==> config.mk <==
export PLATFORM = sky130hd
export DESIGN_NAME = form_url_encoder
export DESIGN_NICKNAME = d
export VERILOG_FILES = /design/src/rtl/core/fue_pkg.sv /design/src/rtl/core/fue_char_sel.sv /design/src/rtl/core/form_url_encoder.sv
export SDC_FILE = /design/constraint.sdc
export NUM_CORES = 1
export LEC_CHECK = 0
export ABC_AREA = 1
export BUFFER_PORTS_ARGS = -buffer_cell sky130_fd_sc_hd__buf_4
export CELL_PAD_IN_SITES_DETAIL_PLACEMENT = 0
export CELL_PAD_IN_SITES_GLOBAL_PLACEMENT = 1
export CORE_ASPECT_RATIO = 0.75
export CORE_UTILIZATION = 43
export DETAILED_ROUTE_END_ITERATION = 16
export PLACE_DENSITY = 0.84
export SYNTH_ARGS = -nofsm -noshare
export SYNTH_HDL_FRONTEND = slang
export SYNTH_SLANG_ARGS = --single-unit
==> constraint.sdc <==
create_clock -name aclk -period 2.6 [get_ports aclk]
set_input_delay 0 -clock aclk [delete_from_list [all_inputs] [get_ports aclk]]
set_output_delay 0 -clock aclk [all_outputs]
set_load 0.05 [all_outputs]
==> src/rtl/core/fue_pkg.sv <==
package fue_pkg;

    localparam int unsigned BYTE_W  = 8;
    localparam int unsigned COUNT_W = 16;
    localparam int unsigned IDX_W   = 3;

    localparam logic [COUNT_W-1:0] COUNT_MAX = {COUNT_W{1'b1}};

    localparam logic [BYTE_W-1:0] CH_NUL     = 8'h00;
    localparam logic [BYTE_W-1:0] CH_LF      = 8'h0A;
    localparam logic [BYTE_W-1:0] CH_CR      = 8'h0D;
    localparam logic [BYTE_W-1:0] CH_SPACE   = 8'h20;
    localparam logic [BYTE_W-1:0] CH_BANG    = 8'h21;
    localparam logic [BYTE_W-1:0] CH_DOLLAR  = 8'h24;
    localparam logic [BYTE_W-1:0] CH_PERCENT = 8'h25;
    localparam logic [BYTE_W-1:0] CH_LPAREN  = 8'h28;
    localparam logic [BYTE_W-1:0] CH_RPAREN  = 8'h29;
    localparam logic [BYTE_W-1:0] CH_STAR    = 8'h2A;
    localparam logic [BYTE_W-1:0] CH_PLUS    = 8'h2B;
    localparam logic [BYTE_W-1:0] CH_COMMA   = 8'h2C;
    localparam logic [BYTE_W-1:0] CH_DASH    = 8'h2D;
    localparam logic [BYTE_W-1:0] CH_DOT     = 8'h2E;
    localparam logic [BYTE_W-1:0] CH_0       = 8'h30;
    localparam logic [BYTE_W-1:0] CH_9       = 8'h39;
    localparam logic [BYTE_W-1:0] CH_AT      = 8'h40;
    localparam logic [BYTE_W-1:0] CH_UA      = 8'h41;
    localparam logic [BYTE_W-1:0] CH_UD      = 8'h44;
    localparam logic [BYTE_W-1:0] CH_UZ      = 8'h5A;
    localparam logic [BYTE_W-1:0] CH_UNDER   = 8'h5F;
    localparam logic [BYTE_W-1:0] CH_LA      = 8'h61;
    localparam logic [BYTE_W-1:0] CH_LZ      = 8'h7A;

    localparam logic [IDX_W-1:0] IDX_ESC_LAST  = 3'd2;
    localparam logic [IDX_W-1:0] IDX_CRLF_LAST = 3'd5;

    typedef struct packed {
        logic [BYTE_W-1:0] ch;
        logic              last;
    } sel_t;

    function automatic logic [BYTE_W-1:0] hex_digit(input logic [3:0] nib);
        logic [BYTE_W-1:0] v;
        v = {4'd0, nib};
        return (nib < 4'd10) ? (CH_0 + v) : (CH_UA + v - 8'd10);
    endfunction

endpackage

==> src/rtl/core/fue_char_sel.sv <==
module fue_char_sel (
    input  logic [fue_pkg::BYTE_W-1:0] in_byte,
    input  logic                       end_mark,
    input  logic [fue_pkg::IDX_W-1:0]  idx,
    output fue_pkg::sel_t              sel
);

    always_comb begin
        sel.ch   = fue_pkg::CH_NUL;
        sel.last = 1'b1;
        if (end_mark) begin
            sel.ch   = fue_pkg::CH_NUL;
            sel.last = 1'b1;
        end else if (in_byte == fue_pkg::CH_SPACE) begin
            sel.ch = fue_pkg::CH_PLUS;
        end else if (in_byte inside {[fue_pkg::CH_0:fue_pkg::CH_9],
                                     [fue_pkg::CH_UA:fue_pkg::CH_UZ],
                                     [fue_pkg::CH_LA:fue_pkg::CH_LZ],
                                     fue_pkg::CH_AT, fue_pkg::CH_DOLLAR,
                                     fue_pkg::CH_DASH, fue_pkg::CH_UNDER,
                                     fue_pkg::CH_DOT, fue_pkg::CH_BANG,
                                     fue_pkg::CH_STAR, fue_pkg::CH_LPAREN,
                                     fue_pkg::CH_RPAREN, fue_pkg::CH_COMMA}) begin
            sel.ch = in_byte;
        end else if (in_byte == fue_pkg::CH_CR || in_byte == fue_pkg::CH_LF) begin
            // cr or lf each expand to the full crlf escape
            sel.last = (idx == fue_pkg::IDX_CRLF_LAST);
            case (idx)
                3'd0, 3'd3: sel.ch = fue_pkg::CH_PERCENT;
                3'd1, 3'd4: sel.ch = fue_pkg::CH_0;
                3'd2:       sel.ch = fue_pkg::CH_UD;
                3'd5:       sel.ch = fue_pkg::CH_UA;
                default:    sel.ch = fue_pkg::CH_NUL;
            endcase
        end else begin
            sel.last = (idx == fue_pkg::IDX_ESC_LAST);
            case (idx)
                3'd0:    sel.ch = fue_pkg::CH_PERCENT;
                3'd1:    sel.ch = fue_pkg::hex_digit(in_byte[7:4]);
                3'd2:    sel.ch = fue_pkg::hex_digit(in_byte[3:0]);
                default: sel.ch = fue_pkg::CH_NUL;
            endcase
        end
    end

endmodule

==> src/rtl/core/form_url_encoder.sv <==
// channel  direction  ports                                     beats
// s_       in         s_valid s_ready s_in_byte s_end_mark      one per source byte or end
// m_       out        m_valid m_ready m_out_byte m_run_last     one per encoded character
//                     m_out_length
//
// one result beat per cycle while m_ready is high and source beats keep coming;
// a source byte gives 1, 3 or 6 characters by its encoding (1 for space, plain characters and end,
// 3 for a hex escape, 6 for cr or lf) as the escape index counter walks the held byte
// an input beat is registered in the held byte, each character in the result register
// aresetn clears the valid flags, the escape index and the character count
// m_ready low holds the result register and the held byte; s_ready falls with them
module form_url_encoder (
    input  logic                        aclk,
    input  logic                        aresetn,
    input  logic                        s_valid,
    output logic                        s_ready,
    input  logic [fue_pkg::BYTE_W-1:0]  s_in_byte,
    input  logic                        s_end_mark,
    output logic                        m_valid,
    input  logic                        m_ready,
    output logic [fue_pkg::BYTE_W-1:0]  m_out_byte,
    output logic                        m_run_last,
    output logic [fue_pkg::COUNT_W-1:0] m_out_length
);

    logic                        item_valid_reg, item_valid_next;
    logic [fue_pkg::BYTE_W-1:0]  item_byte_reg;
    logic                        item_end_reg;
    logic [fue_pkg::IDX_W-1:0]   idx_reg, idx_next;
    logic [fue_pkg::COUNT_W-1:0] count_reg, count_next, count_inc;
    logic                        out_valid_reg, out_valid_next;
    logic [fue_pkg::BYTE_W-1:0]  out_byte_reg;
    logic                        out_last_reg;
    logic [fue_pkg::COUNT_W-1:0] out_length_reg;
    logic                        load;
    logic                        s_fire;
    fue_pkg::sel_t               sel;

    fue_char_sel u_char_sel (
        .in_byte  (item_byte_reg),
        .end_mark (item_end_reg),
        .idx      (idx_reg),
        .sel      (sel)
    );

    assign load    = item_valid_reg && (!out_valid_reg || m_ready);
    assign s_ready = !item_valid_reg || (load && sel.last);
    assign s_fire  = s_valid && s_ready;

    assign count_inc = (count_reg == fue_pkg::COUNT_MAX) ? count_reg
                                                          : count_reg + 16'd1;

    always_comb begin
        item_valid_next = item_valid_reg;
        idx_next        = idx_reg;
        count_next      = count_reg;
        out_valid_next  = out_valid_reg;
        if (out_valid_reg && m_ready) begin
            out_valid_next = 1'b0;
        end
        if (load) begin
            out_valid_next = 1'b1;
            count_next     = item_end_reg ? '0 : count_inc;
            if (sel.last) begin
                item_valid_next = 1'b0;
                idx_next        = '0;
            end else begin
                idx_next = idx_reg + 3'd1;
            end
        end
        if (s_fire) begin
            item_valid_next = 1'b1;
            idx_next        = '0;
        end
    end

    always_ff @(posedge aclk) begin
        if (!aresetn) begin
            item_valid_reg <= 1'b0;
            idx_reg        <= '0;
            count_reg      <= '0;
            out_valid_reg  <= 1'b0;
        end else begin
            item_valid_reg <= item_valid_next;
            idx_reg        <= idx_next;
            count_reg      <= count_next;
            out_valid_reg  <= out_valid_next;
        end
    end

    always_ff @(posedge aclk) begin
        if (s_fire) begin
            item_byte_reg <= s_in_byte;
            item_end_reg  <= s_end_mark;
        end
        if (load) begin
            out_byte_reg   <= sel.ch;
            out_last_reg   <= sel.last;
            // terminator carries the total without counting itself
            out_length_reg <= item_end_reg ? count_reg : count_inc;
        end
    end

    assign m_valid      = out_valid_reg;
    assign m_out_byte   = out_byte_reg;
    assign m_run_last   = out_last_reg;
    assign m_out_length = out_length_reg;

endmodule
==> results.md <==
* Fin worst setup slack at 0.184 ns
* Reg area at 1440 µm²
* Clock slew at reported path FFs at 0.10 ns
* Clk sinks at 55
* Hold EP: count_reg[2]
* CP Launch Type: register
* Min Tclk post-route at 2.42 ns
* Antenna Nets Post-Route at 0
* Outcome: finished, final reports clean
* WL/cell at 13.3 µm
* Num CTS Buffers at 5
* Share of layout cells above drive strength 1 at 18.4%
* Die boundary width at 104 µm
* Starting Density at 44.9%
* Final setup viols at 0
* Finished Layout Cells at 580
* Avg Synthesized Cell Area at 7.82 µm²
* Fin crit share at 92.9%
* Total Neg Setup Slack at 0 ns
* Path type of the worst setup path: reg -> reg
* Num rows at 27
* Sequential share of the synthesized area at 43.4%
* Inst Count DP at 559
* Post-Syn Instances at 425
* Post-Syn Area at 3320 µm²
* CTS tree: built
* Port Buf Inserts at 39
* Via count at 2955
* Reg2reg end: item_byte_reg[5]
* Synth unique cells at 34
* Max-cap viol count at 0
* FF+latch count, synth at 55
* Top cell type's share of synthesized area at 30.7%
* RSZ-0062 raised after global routing: false
* Worst skew pair latency at 0.31 ns
* Worst slack at placement at 0.126 ns
* Vias in the first global route at 2643
* Arrival @ worst endpoint at 2.44 ns
* R2R cell count at 13
* Design area at 3970 µm²
* Rel. slew slack at 58.7%
* Residual DRC at 0
* Startpoint of the worst hold path: aresetn
* Total GRT Usage at 19.5%
* Pwr dens at 529 nW/µm²
* Placed inst area at 3720 µm²
* DRT Pass-1 Iters at 5
* Final Hold Vio Count at 0
* Ports at 40
* Yosys warnings at 0
* Die area at 8090 µm²
* R2r startpoint: item_byte_reg[4]
* Synth area leader: edfxtp_1
* Via density at 5.09
* Footprint of the multi-input gates at 1600 µm²
* Grt ovf at 0
* Final slew viol count at 0
* # fillers at 683
* Iteration-0 DRC Markers at 252
* First-pass GRT wire length at 12.7 mm
* Final HPWL from detailed placement at 5.61 mm
* Peak supply drop at 315 µV
* Final net count at 507
* Initial antenna violation count at 0
* Transition time of the tightest slew-check pin at 0.619 ns
* Final GP Congestion at 0.906
* Die Span Y at 78.1 µm
* Clk_skew at 0.00463 ns
* CP Data Required Time at 2.62 ns
* Core Region at 7400 µm²
* Diode count at 0
* Max Freq at 414 MHz
* Hold slack final at 0.0511 ns
* P&R area growth vs syn at 19.4%
* CTS Buffer Depth at 2
* Wirelength, routed at 7.71 mm
* Setup crit end kind: register
* Hold crit path type: in -> reg
* WHS Path Cells at 3
* Syn_nets at 454
* Largest net degree at the start of global routing at 61
* Number of H-tree levels at 2
* Synth top area cells: edfxtp_1 (31%), dfxtp_1 (13%), nand2_1 (9.9%)
* Leak at 1.71 nW
* Worst-path fanout max at 9
* Clk root buf: clkbuf_8
* R2R Setup Slk at 0.18 ns
## stage by stage
| stage | total power [mW] | util (%) |
|---|---|---|
| 6_report | 2.10 | 53.6 |
| 5_1_grt | 2.19 | 53.6 |
| 4_1_cts | 2.11 | 53.4 |
| 3_5_place_dp | 1.51 | 50.3 |
| 3_3_place_gp | 1.51 | 50.3 |
| 2_1_floorplan | 1.38 | - |
## critical path, stage by stage (launching register included)
cell and delay [ns]:
edfxtp_1 0.49, inv_1 0.20, ha_1 0.18, inv_1 0.08
nor2_1 0.13, nand2_2 0.11, clkinv_1 0.08, nor2_1 0.05
nor2_2 0.23, nand3_4 0.14, nand2_2 0.10, nand2_4 0.06
nand2_4 0.08, clkinvlp_4 0.20
## layout by cell type (no fill, tap or decap)
cell type,count
a21oi_1,35
a31oi_1,1
and3_1,1
buf_4,45
bufinv_16,1
clkbuf_8,5
clkinv_1,4
clkinv_4,1
clkinvlp_4,1
conb_1,1
dfxtp_1,21
dlygate4sd3_1,11
edfxtp_1,34
ha_1,16
inv_1,50
inv_2,7
inv_6,1
nand2_1,88
nand2_2,6
nand2_4,4
nand3_1,27
nand3_4,1
nand3b_1,1
nand4_1,4
nand4_2,1
nor2_1,28
nor2_2,10
nor2_4,4
nor3_1,3
nor3_2,1
o211ai_1,7
o21ai_0,47
o21ai_1,8
o22ai_1,1
o311ai_1,1
o31ai_1,2
## where the power goes
part | switching, mW | total [mW] | internal (mW)
clock | 0.300 | 0.593 | 0.293
combinational | 0.312 | 0.456 | 0.143
sequential | 0.0503 | 1.05 | 1.00
## area by class of cell
class | instances | share of cell area, %
repair buffers | 56 | 11.3
well taps | 101 | 3.19
inverters | 62 | 5.96
flip-flops and latches | 55 | 36.3
multi-input cells | 298 | 40.3
clock buffers | 5 | 1.74
clock inverters | 3 | 1.20
## metal layers
layer  share of wire, %  up-vias  track usage (%)
li1                   -     1520                -
met1                 53     1338             30.5
met2                 40       90             27.2
met3                5.9        7             3.99
met4               0.84        0             3.77
met5                  0        -                0
## cells in the mapped netlist
master     n
nor3_2     1
nand3b_1   1
clkbuf_1   6
inv_1     52
o21ai_1    8
nor3_1     3
a21oi_1   35
nand2_4    4
nand2_1   88
buf_2      1
nand4_1    4
o22ai_1    1
clkbuf_2   1
nor2_2    10
edfxtp_1  34
nor2_1    28
o31ai_1    2
clkinv_1   4
o21ai_0   47
nand3_1   27
buf_4      1
a31oi_1    1
nor2_4     4
dfxtp_1   21
ha_1      16
nand2_2    6
nand3_4    1
inv_2      6
and3_1     1
o211ai_1   7
nand4_2    1
o311ai_1   1
conb_1     1
buf_6      1
## kinds of logic after synthesis
logic type	synth area share, %
AOI/OAI and AO/OA	16.2
adders and majority gates	6.02
buffers and inverters	8.55
DFF	43.4
other	0.113
and+or+nand+nor	25.7
## worst max path at each step
| stage | slack (ns) | end | start |
|---|---|---|---|
| after floorplan | 0.43 | m_out_byte[0] | m_valid |
| after global placement | 0.10 | item_byte_reg[0] | item_byte_reg[4] |
| after detailed placement | 0.13 | item_byte_reg[1] | item_byte_reg[4] |
| after CTS | 0.11 | item_byte_reg[1] | item_byte_reg[4] |
| after global routing | 0.007 | item_byte_reg[3] | item_byte_reg[4] |
| final | 0.18 | item_byte_reg[5] | item_byte_reg[4] |
## repair_timing
| action | in CTS | in global routing |
|---|---|---|
| endpoints found under the setup margin | 0 | 9 |
| resized for setup | 0 | 2 |
| hold buffers | 11 | 0 |
| setup buffers | 0 | 2 |
| endpoints found under the hold margin | 14 | 0 |
Power figures use the tool's default switching activity.
